## config.mk

```make
export PLATFORM = sky130hd
export DESIGN_NAME = gbfc_seq
export DESIGN_NICKNAME = d
export VERILOG_FILES = /design/src/rtl/core/gbfc_pkg.sv /design/src/rtl/core/gbfc_seq.sv
export SDC_FILE = /design/constraint.sdc
export NUM_CORES = 1
export LEC_CHECK = 0
export ABC_AREA = 1
export BUFFER_PORTS_ARGS = -buffer_cell sky130_fd_sc_hd__buf_4
export CAP_MARGIN = 20
export CORE_MARGIN = 10
export CORE_UTILIZATION = 55
export CTS_CLUSTER_SIZE = 10
export DETAILED_ROUTE_END_ITERATION = 10
export HOLD_SLACK_MARGIN = 0.02
export PLACE_DENSITY = 0.85
export SLEW_MARGIN = 0
export SYNTH_ARGS = -nofsm -noshare
export SYNTH_HDL_FRONTEND = slang
export SYNTH_SLANG_ARGS = --single-unit
```

## constraint.sdc

```tcl
create_clock -name clk -period 6.25 [get_ports clk]
set_clock_uncertainty 0.2 [all_clocks]
set_input_delay 0.9375 -clock clk [delete_from_list [all_inputs] [get_ports clk]]
set_output_delay 0.9375 -clock clk [all_outputs]
set_load 0.005 [all_outputs]
```

## src/rtl/core/gbfc_pkg.sv

```systemverilog
// Shared constants and types for the glyph binarize, filter and classify block.
package gbfc_pkg;

	localparam int IMG_WIDTH_DEF    = 64;
	localparam int IMG_HEIGHT_DEF   = 32;
	localparam int GLYPH_WIDTH_DEF  = 12;
	localparam int GLYPH_HEIGHT_DEF = 16;
	localparam int NUM_CLASSES_DEF  = 32;

	localparam int GLYPH_COUNT   = 4;
	localparam int DIGIT_CLASSES = 9;
	localparam int NEIGH_LAST    = 4;
	localparam int ZERO_LIMIT    = 3;

	localparam logic [7:0] ASCII_ONE = 8'd49;
	localparam logic [7:0] ASCII_A   = 8'd65;

	localparam logic REQ_WEIGHT = 1'b0;
	localparam logic REQ_PIXEL  = 1'b1;

	typedef enum logic [1:0] {
		CFG_GREY_LEVEL = 2'd0,
		CFG_REGION_X   = 2'd1,
		CFG_REGION_Y   = 2'd2
	} cfg_index_t;

	typedef enum logic [5:0] {
		S_IDLE = 6'b000001,
		S_FRD  = 6'b000010,
		S_FWT  = 6'b000100,
		S_CRD  = 6'b001000,
		S_CWT  = 6'b010000,
		S_CMP  = 6'b100000
	} seq_state_t;

	typedef struct packed {
		logic       busy;
		logic       result_valid;
		logic [6:0] char_code;
		logic [1:0] glyph_slot;
		logic       last;
	} seq_out_t;

endpackage

```

## src/rtl/core/gbfc_seq.sv

```systemverilog
// Sequencer that filters each glyph and scores it against every class.
module gbfc_seq #(
	parameter int IMG_WIDTH    = gbfc_pkg::IMG_WIDTH_DEF,
	parameter int IMG_HEIGHT   = gbfc_pkg::IMG_HEIGHT_DEF,
	parameter int GLYPH_WIDTH  = gbfc_pkg::GLYPH_WIDTH_DEF,
	parameter int GLYPH_HEIGHT = gbfc_pkg::GLYPH_HEIGHT_DEF,
	parameter int NUM_CLASSES  = gbfc_pkg::NUM_CLASSES_DEF,
	localparam int FRAME_PIX   = IMG_WIDTH * IMG_HEIGHT,
	localparam int GLYPH_PIX   = GLYPH_WIDTH * GLYPH_HEIGHT,
	localparam int WDEPTH      = NUM_CLASSES * GLYPH_PIX,
	localparam int FAW         = $clog2(FRAME_PIX),
	localparam int PW          = $clog2(GLYPH_PIX),
	localparam int WAW         = $clog2(WDEPTH)
) (
	input  logic               clk,
	input  logic               arst_n,
	input  logic               go,
	input  logic [3:0]         region_x,
	input  logic [3:0]         region_y,
	output logic [FAW-1:0]     bm_raddr,
	input  logic               bm_rdata,
	output logic [WAW-1:0]     w_raddr,
	input  logic [15:0]        w_rdata,
	output logic               fm_we,
	output logic [PW-1:0]      fm_waddr,
	output logic               fm_wdata,
	output logic [PW-1:0]      fm_raddr,
	input  logic               fm_rdata,
	output gbfc_pkg::seq_out_t sout
);

	localparam int XW  = $clog2(IMG_WIDTH + gbfc_pkg::GLYPH_COUNT * GLYPH_WIDTH + 32) + 1;
	localparam int YW  = $clog2(IMG_HEIGHT + GLYPH_HEIGHT + 32) + 1;
	localparam int GXW = $clog2(GLYPH_WIDTH);
	localparam int GYW = $clog2(GLYPH_HEIGHT);
	localparam int CLW = (NUM_CLASSES > 2) ? $clog2(NUM_CLASSES) : 1;

	gbfc_pkg::seq_state_t state_q;
	logic [1:0]           slot_q;
	logic [2:0]           k_q;
	logic [GXW-1:0]       gx_q;
	logic [GYW-1:0]       gy_q;
	logic [PW-1:0]        px_q;
	logic [WAW-1:0]       waddr_q;
	logic [CLW-1:0]       class_q;
	logic [CLW-1:0]       best_class_q;
	logic signed [31:0]   score_q;
	logic signed [31:0]   best_q;
	logic                 oob_q;
	logic                 center_q;
	logic [2:0]           zeros_q;
	logic                 out_valid_q;
	logic [6:0]           out_code_q;
	logic [1:0]           out_slot_q;
	logic                 out_last_q;

	logic signed [XW-1:0] nx;
	logic signed [YW-1:0] ny;
	logic signed [XW-1:0] dx;
	logic signed [YW-1:0] dy;
	logic                 oob;
	logic                 nbit;
	logic [2:0]           zeros_next;
	logic signed [31:0]   wval;
	logic [7:0]           out_ascii;

	always_comb begin
		dx = '0;
		dy = '0;
		case (k_q)
			3'd1: dy = YW'(1);
			3'd2: dy = -YW'(1);
			3'd3: dx = XW'(1);
			3'd4: dx = -XW'(1);
			default: begin
				dx = '0;
				dy = '0;
			end
		endcase
	end

	assign nx = $signed(XW'(region_x) + XW'(slot_q) * XW'(GLYPH_WIDTH) + XW'(gx_q)) + dx;
	assign ny = $signed(YW'(region_y) + YW'(gy_q)) + dy;
	assign oob = nx[XW-1] || ny[YW-1] || (nx >= $signed(XW'(IMG_WIDTH)))
		|| (ny >= $signed(YW'(IMG_HEIGHT)));
	assign bm_raddr = FAW'(32'(ny) * 32'(IMG_WIDTH) + 32'(nx));

	assign nbit = !oob_q && bm_rdata;
	assign zeros_next = zeros_q + 3'(!nbit);

	assign fm_we    = (state_q == gbfc_pkg::S_FWT) && (k_q == 3'(gbfc_pkg::NEIGH_LAST));
	assign fm_waddr = px_q;
	assign fm_wdata = center_q && (zeros_next < 3'(gbfc_pkg::ZERO_LIMIT));
	assign fm_raddr = px_q;
	assign w_raddr  = waddr_q;

	assign wval = 32'($signed(w_rdata));

	always_ff @(posedge clk or negedge arst_n) begin
		if (!arst_n) begin
			state_q      <= gbfc_pkg::S_IDLE;
			slot_q       <= '0;
			k_q          <= '0;
			gx_q         <= '0;
			gy_q         <= '0;
			px_q         <= '0;
			waddr_q      <= '0;
			class_q      <= '0;
			best_class_q <= '0;
			score_q      <= '0;
			best_q       <= {1'b1, 31'd0};
			center_q     <= 1'b0;
			zeros_q      <= '0;
			out_valid_q  <= 1'b0;
			out_code_q   <= '0;
			out_slot_q   <= '0;
			out_last_q   <= 1'b0;
		end else begin
			out_valid_q <= 1'b0;
			case (state_q)
				gbfc_pkg::S_IDLE: begin
					if (go) begin
						slot_q  <= '0;
						k_q     <= '0;
						gx_q    <= '0;
						gy_q    <= '0;
						px_q    <= '0;
						state_q <= gbfc_pkg::S_FRD;
					end
				end
				gbfc_pkg::S_FRD: begin
					state_q <= gbfc_pkg::S_FWT;
				end
				gbfc_pkg::S_FWT: begin
					if (k_q == 3'd0) begin
						center_q <= nbit;
						zeros_q  <= '0;
					end else begin
						zeros_q <= zeros_next;
					end
					if (k_q == 3'(gbfc_pkg::NEIGH_LAST)) begin
						k_q <= '0;
						if (px_q == PW'(GLYPH_PIX - 1)) begin
							px_q         <= '0;
							gx_q         <= '0;
							gy_q         <= '0;
							waddr_q      <= '0;
							class_q      <= '0;
							score_q      <= '0;
							best_q       <= {1'b1, 31'd0};
							best_class_q <= '0;
							state_q      <= gbfc_pkg::S_CRD;
						end else begin
							px_q <= px_q + PW'(1);
							if (gx_q == GXW'(GLYPH_WIDTH - 1)) begin
								gx_q <= '0;
								gy_q <= gy_q + GYW'(1);
							end else begin
								gx_q <= gx_q + GXW'(1);
							end
							state_q <= gbfc_pkg::S_FRD;
						end
					end else begin
						k_q     <= k_q + 3'd1;
						state_q <= gbfc_pkg::S_FRD;
					end
				end
				gbfc_pkg::S_CRD: begin
					state_q <= gbfc_pkg::S_CWT;
				end
				gbfc_pkg::S_CWT: begin
					if (fm_rdata) begin
						score_q <= score_q + wval;
					end
					waddr_q <= waddr_q + WAW'(1);
					if (px_q == PW'(GLYPH_PIX - 1)) begin
						px_q    <= '0;
						state_q <= gbfc_pkg::S_CMP;
					end else begin
						px_q    <= px_q + PW'(1);
						state_q <= gbfc_pkg::S_CRD;
					end
				end
				gbfc_pkg::S_CMP: begin
					// A later class wins only with a strictly higher score.
					if (best_q < score_q) begin
						best_q       <= score_q;
						best_class_q <= class_q;
					end
					score_q <= '0;
					if (class_q == CLW'(NUM_CLASSES - 1)) begin
						out_valid_q <= 1'b1;
						out_code_q  <= (best_q < score_q) ? 7'(class_q) : 7'(best_class_q);
						out_slot_q  <= slot_q;
						out_last_q  <= (slot_q == 2'(gbfc_pkg::GLYPH_COUNT - 1));
						slot_q      <= slot_q + 2'd1;
						state_q     <= (slot_q == 2'(gbfc_pkg::GLYPH_COUNT - 1))
							? gbfc_pkg::S_IDLE : gbfc_pkg::S_FRD;
					end else begin
						class_q <= class_q + CLW'(1);
						state_q <= gbfc_pkg::S_CRD;
					end
				end
				default: begin
					state_q <= gbfc_pkg::S_IDLE;
				end
			endcase
		end
	end

	always_ff @(posedge clk) begin
		if (state_q == gbfc_pkg::S_FRD) begin
			oob_q <= oob;
		end
	end

	// The winning class index is held raw and mapped to ASCII on the output.
	// Classes below the digit count map to '1'..'9', the rest to 'A' onward.
	assign out_ascii = (8'(out_code_q) < 8'(gbfc_pkg::DIGIT_CLASSES))
		? 8'(out_code_q) + gbfc_pkg::ASCII_ONE
		: 8'(out_code_q) - 8'(gbfc_pkg::DIGIT_CLASSES) + gbfc_pkg::ASCII_A;

	always_comb begin
		sout.busy         = (state_q != gbfc_pkg::S_IDLE) || out_valid_q;
		sout.result_valid = out_valid_q;
		sout.char_code    = out_ascii[6:0];
		sout.glyph_slot   = out_slot_q;
		sout.last         = out_last_q;
	end

endmodule

```

**Word-level counts from Yosys, hierarchy flattened**

Index checks and enable logic that the tools add are counted.

- Flip-flop bits (word level): 130
- Input bits: 29
- Output and inout bits: 54
- Logic and storage cells: 142

- Add/sub/neg operators: 18
- Multipliers: 1
- Order comparisons: 5
- Eq/ne operators: 23
- Muxes and demuxes: 50
- Reduce and logical (&&, ||, !) cells: 27

Operators by type and width:

| cell | count |
|---|---|
| 32-bit two-way mux | 6 |
| 32-bit case mux with 3 select lines | 1 |
| 32-bit case mux with 2 select lines | 1 |
| 4-bit two-way mux | 9 |
| 6-bit case mux with 6 select lines | 1 |
| 32-bit by 16-bit adder with 32-bit output | 1 |
| 32-bit < comparator | 1 |
| 13-bit two-way mux | 2 |
| 13-bit case mux with 2 select lines | 1 |
| 5-bit two-way mux | 5 |
| 8-bit two-way mux | 3 |
| 8-bit case mux with 3 select lines | 1 |
| 5-bit case mux with 2 select lines | 2 |
| 6-bit two-way mux | 3 |
| 9-bit case mux with 2 select lines | 1 |
| 4-bit case mux with 2 select lines | 2 |
| 8-bit case mux with 2 select lines | 1 |
| 4-bit AND reduction | 4 |
| 13-bit by 1-bit adder with 13-bit output (second input constant) | 1 |
| 3-bit AND reduction | 4 |
| 11-bit by 9-bit adder with 11-bit output | 1 |
| 2-bit inequality test (second input constant) | 5 |
| 9-bit adder | 1 |
| 9-bit by 8-bit greater-or-equal comparator with 1-bit output (second input constant) | 1 |
| 46 further kinds | 66 |

**Logic depth before layout (Yosys ltp)**

- Depth in word-level cells: 7
- Gate-level depth with buffers: 26
- Gate-level depth less buffers: 26

**Worst setup path after synthesis**

OpenSTA, ideal clock, no wires.

- Path kind: input port to output port
- From: in region_x[2]
- To: out bm_raddr[10]
- Arrival: 4.494 ns
- Required time: 5.112 ns
- Slack: 0.618 ns
- Stages: 23
- Path buffers: 0
- Cells stage by stage: inv_1 > fa_1 > inv_1 > ha_1 > nand2_1 > nor2_1 > a211oi_1 > nor2_1 > o21ai_0 > inv_1 > ha_1 > inv_1 > o311ai_0 > xor2_1 > inv_1 > fa_1 > nand3_1 > nand2_1 > xnor2_1 > inv_1 > nand2_1 > nand2_1 > inv_1

- Longest elaborated chain between the ends: 4

RTL lines:

| what | RTL line | RTL |
|---|---|---|
| from (decl) | gbfc_seq.sv:18 | `input logic [3:0] region_x,` |
| 4-bit by 6-bit adder with 7-bit output | gbfc_seq.sv:82 | `assign nx = $signed(XW'(region_x) + XW'(slot_q) * XW'(GLYPH_WIDTH) + XW'(gx_q)) + dx;` |
| 7-bit by 4-bit adder with 8-bit output | gbfc_seq.sv:82 |  |
| 9-bit adder | gbfc_seq.sv:82 |  |
| 11-bit by 9-bit adder with 11-bit output | gbfc_seq.sv:86 | `assign bm_raddr = FAW'(32'(ny) * 32'(IMG_WIDTH) + 32'(nx));` |
| to (decl) | gbfc_seq.sv:20 | `output logic [FAW-1:0] bm_raddr,` |

No other way between the ends.

**Worst setup path after layout**

- From: reg slot_q[0]
- To: out bm_raddr[10]

- Longest elaborated chain between the ends: 5

RTL lines:

| what | RTL line | RTL |
|---|---|---|
| from (decl) | gbfc_seq.sv:39 | `logic [1:0] slot_q;` |
| from (signal assigned) | gbfc_seq.sv:196 | `slot_q <= slot_q + 2'd1;` |
| 2-bit by 2-bit multiplier with 4-bit output | gbfc_seq.sv:82 |  |
| 4-bit by 6-bit adder with 7-bit output | gbfc_seq.sv:82 |  |
| 7-bit by 4-bit adder with 8-bit output | gbfc_seq.sv:82 |  |
| 9-bit adder | gbfc_seq.sv:82 |  |
| 11-bit by 9-bit adder with 11-bit output | gbfc_seq.sv:86 |  |

No other way between the ends.

==> impl_metrics.csv <==
group,metric,value,unit
synthesis,ys_ff_latch,128,
synthesis,synthesis.nets,1430,
synthesis,synth-seq-area-share,33.2,%
clocking,count_of_hold_buffers_inserted_by_post_cts_repair,0,
sta,period_share,94.8,%
min_path,kind_of_path_behind_the_tightest_hold_check,"reg -> reg",
clocking,clock_path_buffers,2,
power_and_ir_drop,sequentialPowerShare,31.7,%
clocking,cts-buffers-inserted,17,
synthesis,synth_cells,1286,
drt,post_drt_via_cell_ratio,5.56,
placement,port_buffers,82,
flow_run,max_cap_viols,0,
synthesis,synth_area_leader_cell,"sky130_fd_sc_hd__dfrtp_1",
worst_setup_path,slowest_stage,"sky130_fd_sc_hd__fa_1",
power_and_ir_drop,p_switching,1.08,mW
synthesis,synth.yosys.warnings,0,
clocking,worstSkewPairLatency,420,ps
drt,detail_route.first_pass.iterations,6,
synthesis,synth_area_leaders,"sky130_fd_sc_hd__dfrtp_1 32%, sky130_fd_sc_hd__ha_1 14%, sky130_fd_sc_hd__nand2_1 11%",
sta,setup_violations,0,
grt,grt_antenna_before_repair,0,
final_layout,multiInputGateArea,0.00569,sq mm
worst_setup_path,crit_family,"adder cells",
worst_setup_path,cp.required,5110,ps
grt,grt_first_pass_wirelength,40.7,mm
synthesis,syn-cell-area,0.00968,sq mm
sta,finalHoldViolCount,0,
clocking,tritoncts_num_sinks,128,
sta,post-route-worst-setup-slack,328,ps
power_and_ir_drop,power-per-cell-area,268,mW/mm^2
grt,groute.usage.overall,20.3,%
die,fp.dieArea,0.0233,sq mm
grt,maximum_number_of_pins_on_one_net_before_global_route_repair,71,
power_and_ir_drop,share_clk_of_total_power,34.9,%
placement,gp_congestion,0.930,
worst_setup_path,worst_setup_path_start_kind,"flip-flop",
final_layout,post-route-cell-area,0.0111,sq mm
worst_setup_path,critPathArrivalTime,4780,ps
placement,place.detailed.hpwl,17.7,mm
die,initial_utilization,56.0,%
final_layout,syn_to_final_growth,14.2,%
placement,dpl_cell_area,0.0104,sq mm
placement,dp_slack,38.4,ps
worst_setup_path,timing.critical_path.slowest_cell_delay,450,ps
drt,num_vias,8862,
sta,finalCriticalPeriod,5920,ps
drt,final_antenna_net_count,0,
power_and_ir_drop,vdd_ir_drop_max,0.215,mV
die,die-height,153,microns
worst_setup_path,cp-end-kind,"output port",
clocking,cts-htree-levels,4,
final_layout,fill_cells,1444,
clocking,tritoncts,"built",
final_layout,antenna_cells,0,
worst_setup_path,worstPathMaxFanout,5,
synthesis,ys_types,52,
die,ioPinCount,83,
grt,first_global_vias,8550,
clocking,clock_tree.root_cell,"sky130_fd_sc_hd__clkbuf_16",
final_layout,post_route_cells_drive_above_1_share,12.8,%
worst_setup_path,timing.setup.critical_path_class,"reg -> out",
sta,final_max_slew_viols,0,
drt,drc,0,
power_and_ir_drop,p_int,1.89,mW
die,coreArea,0.0173,sq mm
final_layout,utilization,63.9,%
sta,tightest_slew,936,ps
synthesis,ys_dominant_reg_cell,"sky130_fd_sc_hd__dfrtp_1",
drt,detail_route.wl_per_cell,15.2,microns
synthesis,ys_async_sr_fraction,99.2,%
drt,drt_wl_total,24.2,mm
drt,detail_route.iter0.violations,658,
power_and_ir_drop,fin_total_pwr,2.97,mW
power_and_ir_drop,netSwitchingFraction,36.4,%
synthesis,synth_edf_count,1,
die,floorplan.rows,48,
synthesis,synth.avg_cell_area,7.53,sq um
clocking,clkTransAtPathRegs,60,ps
power_and_ir_drop,power_frac_comb,33.4,%
sta,achievable-frequency,169,MHz
final_layout,regArea,0.00321,sq mm
die,x_dimension_of_the_die,153,microns
worst_setup_path,path_buf_inv,7,
run_status,status,"complete, no violations",
sta,relSlewSlack,37.6,%
grt,grt.overflow.total,0,
synthesis,yosysTopAreaCellShare,32.3,%
power_and_ir_drop,cellLeakagePower,5.77,nW
final_layout,finish.net_count,1500,
## cells by family (layout without fill, tap and decap cells)
group           after synthesis  count (layout)  share of synthesized area, %
fa+ha+maj                   115             115                          15.5
buf+inv                     192             275                          8.42
flops                       128             128                          33.2
compound gates              233             233                          13.3
simple gates                579             579                          26.1
xor+xnor                     39              39                          3.53
## synthesized netlist by cell type, types with 2 or more instances
master,instances
sky130_fd_sc_hd__nand4_1,15
sky130_fd_sc_hd__dfrtp_1,125
sky130_fd_sc_hd__and3_1,2
sky130_fd_sc_hd__a21o_1,7
sky130_fd_sc_hd__clkbuf_1,6
sky130_fd_sc_hd__o211ai_1,2
sky130_fd_sc_hd__buf_2,15
sky130_fd_sc_hd__nor2_1,117
sky130_fd_sc_hd__dfstp_2,2
sky130_fd_sc_hd__a21oi_1,94
sky130_fd_sc_hd__o21a_1,5
sky130_fd_sc_hd__nand3b_1,3
sky130_fd_sc_hd__and2_1,2
sky130_fd_sc_hd__nand3_2,2
sky130_fd_sc_hd__xnor2_1,7
sky130_fd_sc_hd__fa_1,8
sky130_fd_sc_hd__or2_2,9
sky130_fd_sc_hd__buf_4,11
sky130_fd_sc_hd__nor2_2,4
sky130_fd_sc_hd__o22ai_1,16
sky130_fd_sc_hd__inv_2,14
sky130_fd_sc_hd__o21ai_1,7
sky130_fd_sc_hd__buf_6,4
sky130_fd_sc_hd__nand2_2,8
sky130_fd_sc_hd__inv_4,2
sky130_fd_sc_hd__inv_1,140
sky130_fd_sc_hd__nor4_1,7
sky130_fd_sc_hd__a22o_1,2
sky130_fd_sc_hd__o21ai_0,78
sky130_fd_sc_hd__a31oi_1,7
sky130_fd_sc_hd__ha_1,107
sky130_fd_sc_hd__nand2_1,292
sky130_fd_sc_hd__o21bai_1,6
sky130_fd_sc_hd__o31ai_1,3
sky130_fd_sc_hd__xor2_1,32
sky130_fd_sc_hd__nor3_1,18
sky130_fd_sc_hd__nand3_1,91
sky130_fd_sc_hd__a211oi_1,2
## cell type report
type / count / area share (%)
flip-flops and latches: 128 / 29.0
well taps: 225 / 2.55
inverters: 156 / 5.34
clock inverters: 13 / 1.46
repair buffers: 87 / 6.09
multi-input cells: 966 / 51.4
clock buffers: 19 / 4.10
## through the flow
stage	cells	hold slack, ps	TNS, ps
after detailed placement	1560	282	0
after CTS	1592	291	0
final	1594	292	0
after global routing	1594	305	-4.02
after floorplan	1286	259	0
after global placement	1560	277	0
## timing repair
action,in CTS,in global routing
setup endpoints to repair,1,1
pin swaps,0,1
gates resized for setup,1,6
setup buffers,0,1
## state kept, by name (all words and copies together) (netlist names), 2 cells and up
name          cells
class_q           5
score_q          32
state_q           6
zeros_q           3
best_q           32
out_code_q        5
fm_raddr          8
out_slot_q        2
w_raddr          13
slot_q            2
gx_q              4
gy_q              4
best_class_q      5
k_q               3
## placed cells by master (no fill, tap or decap), drive strengths merged, types with 8 or more instances in the layout
| cell type | instances |
|---|---|
| nand3 | 93 |
| ha | 107 |
| nor3 | 19 |
| nand2 | 302 |
| o22ai | 16 |
| a21oi | 94 |
| fa | 8 |
| clkbuf | 19 |
| o21ai | 86 |
| inv | 157 |
| nand4 | 16 |
| dfrtp | 125 |
| buf | 87 |
| nor2 | 123 |
| or2 | 10 |
| xor2 | 32 |
## power groups by stage
stage / Combinational, mW / Clock [mW] / Sequential (mW)
after floorplan: 0.700 / 0 / 0.943
after global placement: 0.937 / 0 / 0.951
after detailed placement: 0.970 / 0 / 0.954
after CTS: 0.979 / 1.05 / 0.940
after global routing: 1.12 / 1.08 / 0.947
final: 0.991 / 1.03 / 0.940
## final timing paths
kind	cells past startpoint	slack, ps	end	startpoint
max reg2reg	12	2320	best_q[10]	score_q[31]
min reg2reg	2	290	best_q[31]	best_q[31]
min in group asynchronous	1	440	score_q[6]	arst_n
max	26	330	bm_raddr[10]	slot_q[0]
max in group asynchronous	2	4110	zeros_q[0]	arst_n
min	2	290	best_q[31]	best_q[31]
## worst register-to-register path: cells and delay by family (launching register included)
kind | cells | cell delay, ps
adders and majority gates | 1 | 380
DFF | 1 | 390
buffers and inverters | 1 | 90
and+or+nand+nor | 8 | 2510
AOI/OAI and AO/OA | 2 | 300
## per-layer routing
metal / GRT usage [%] / routed length [microns]
met5: 0 / 0
met4: 8.63 / 791
met2: 33.1 / 11700
met3: 3.70 / 1350
met1: 25.8 / 10400
Power figures use the tool's default switching activity.
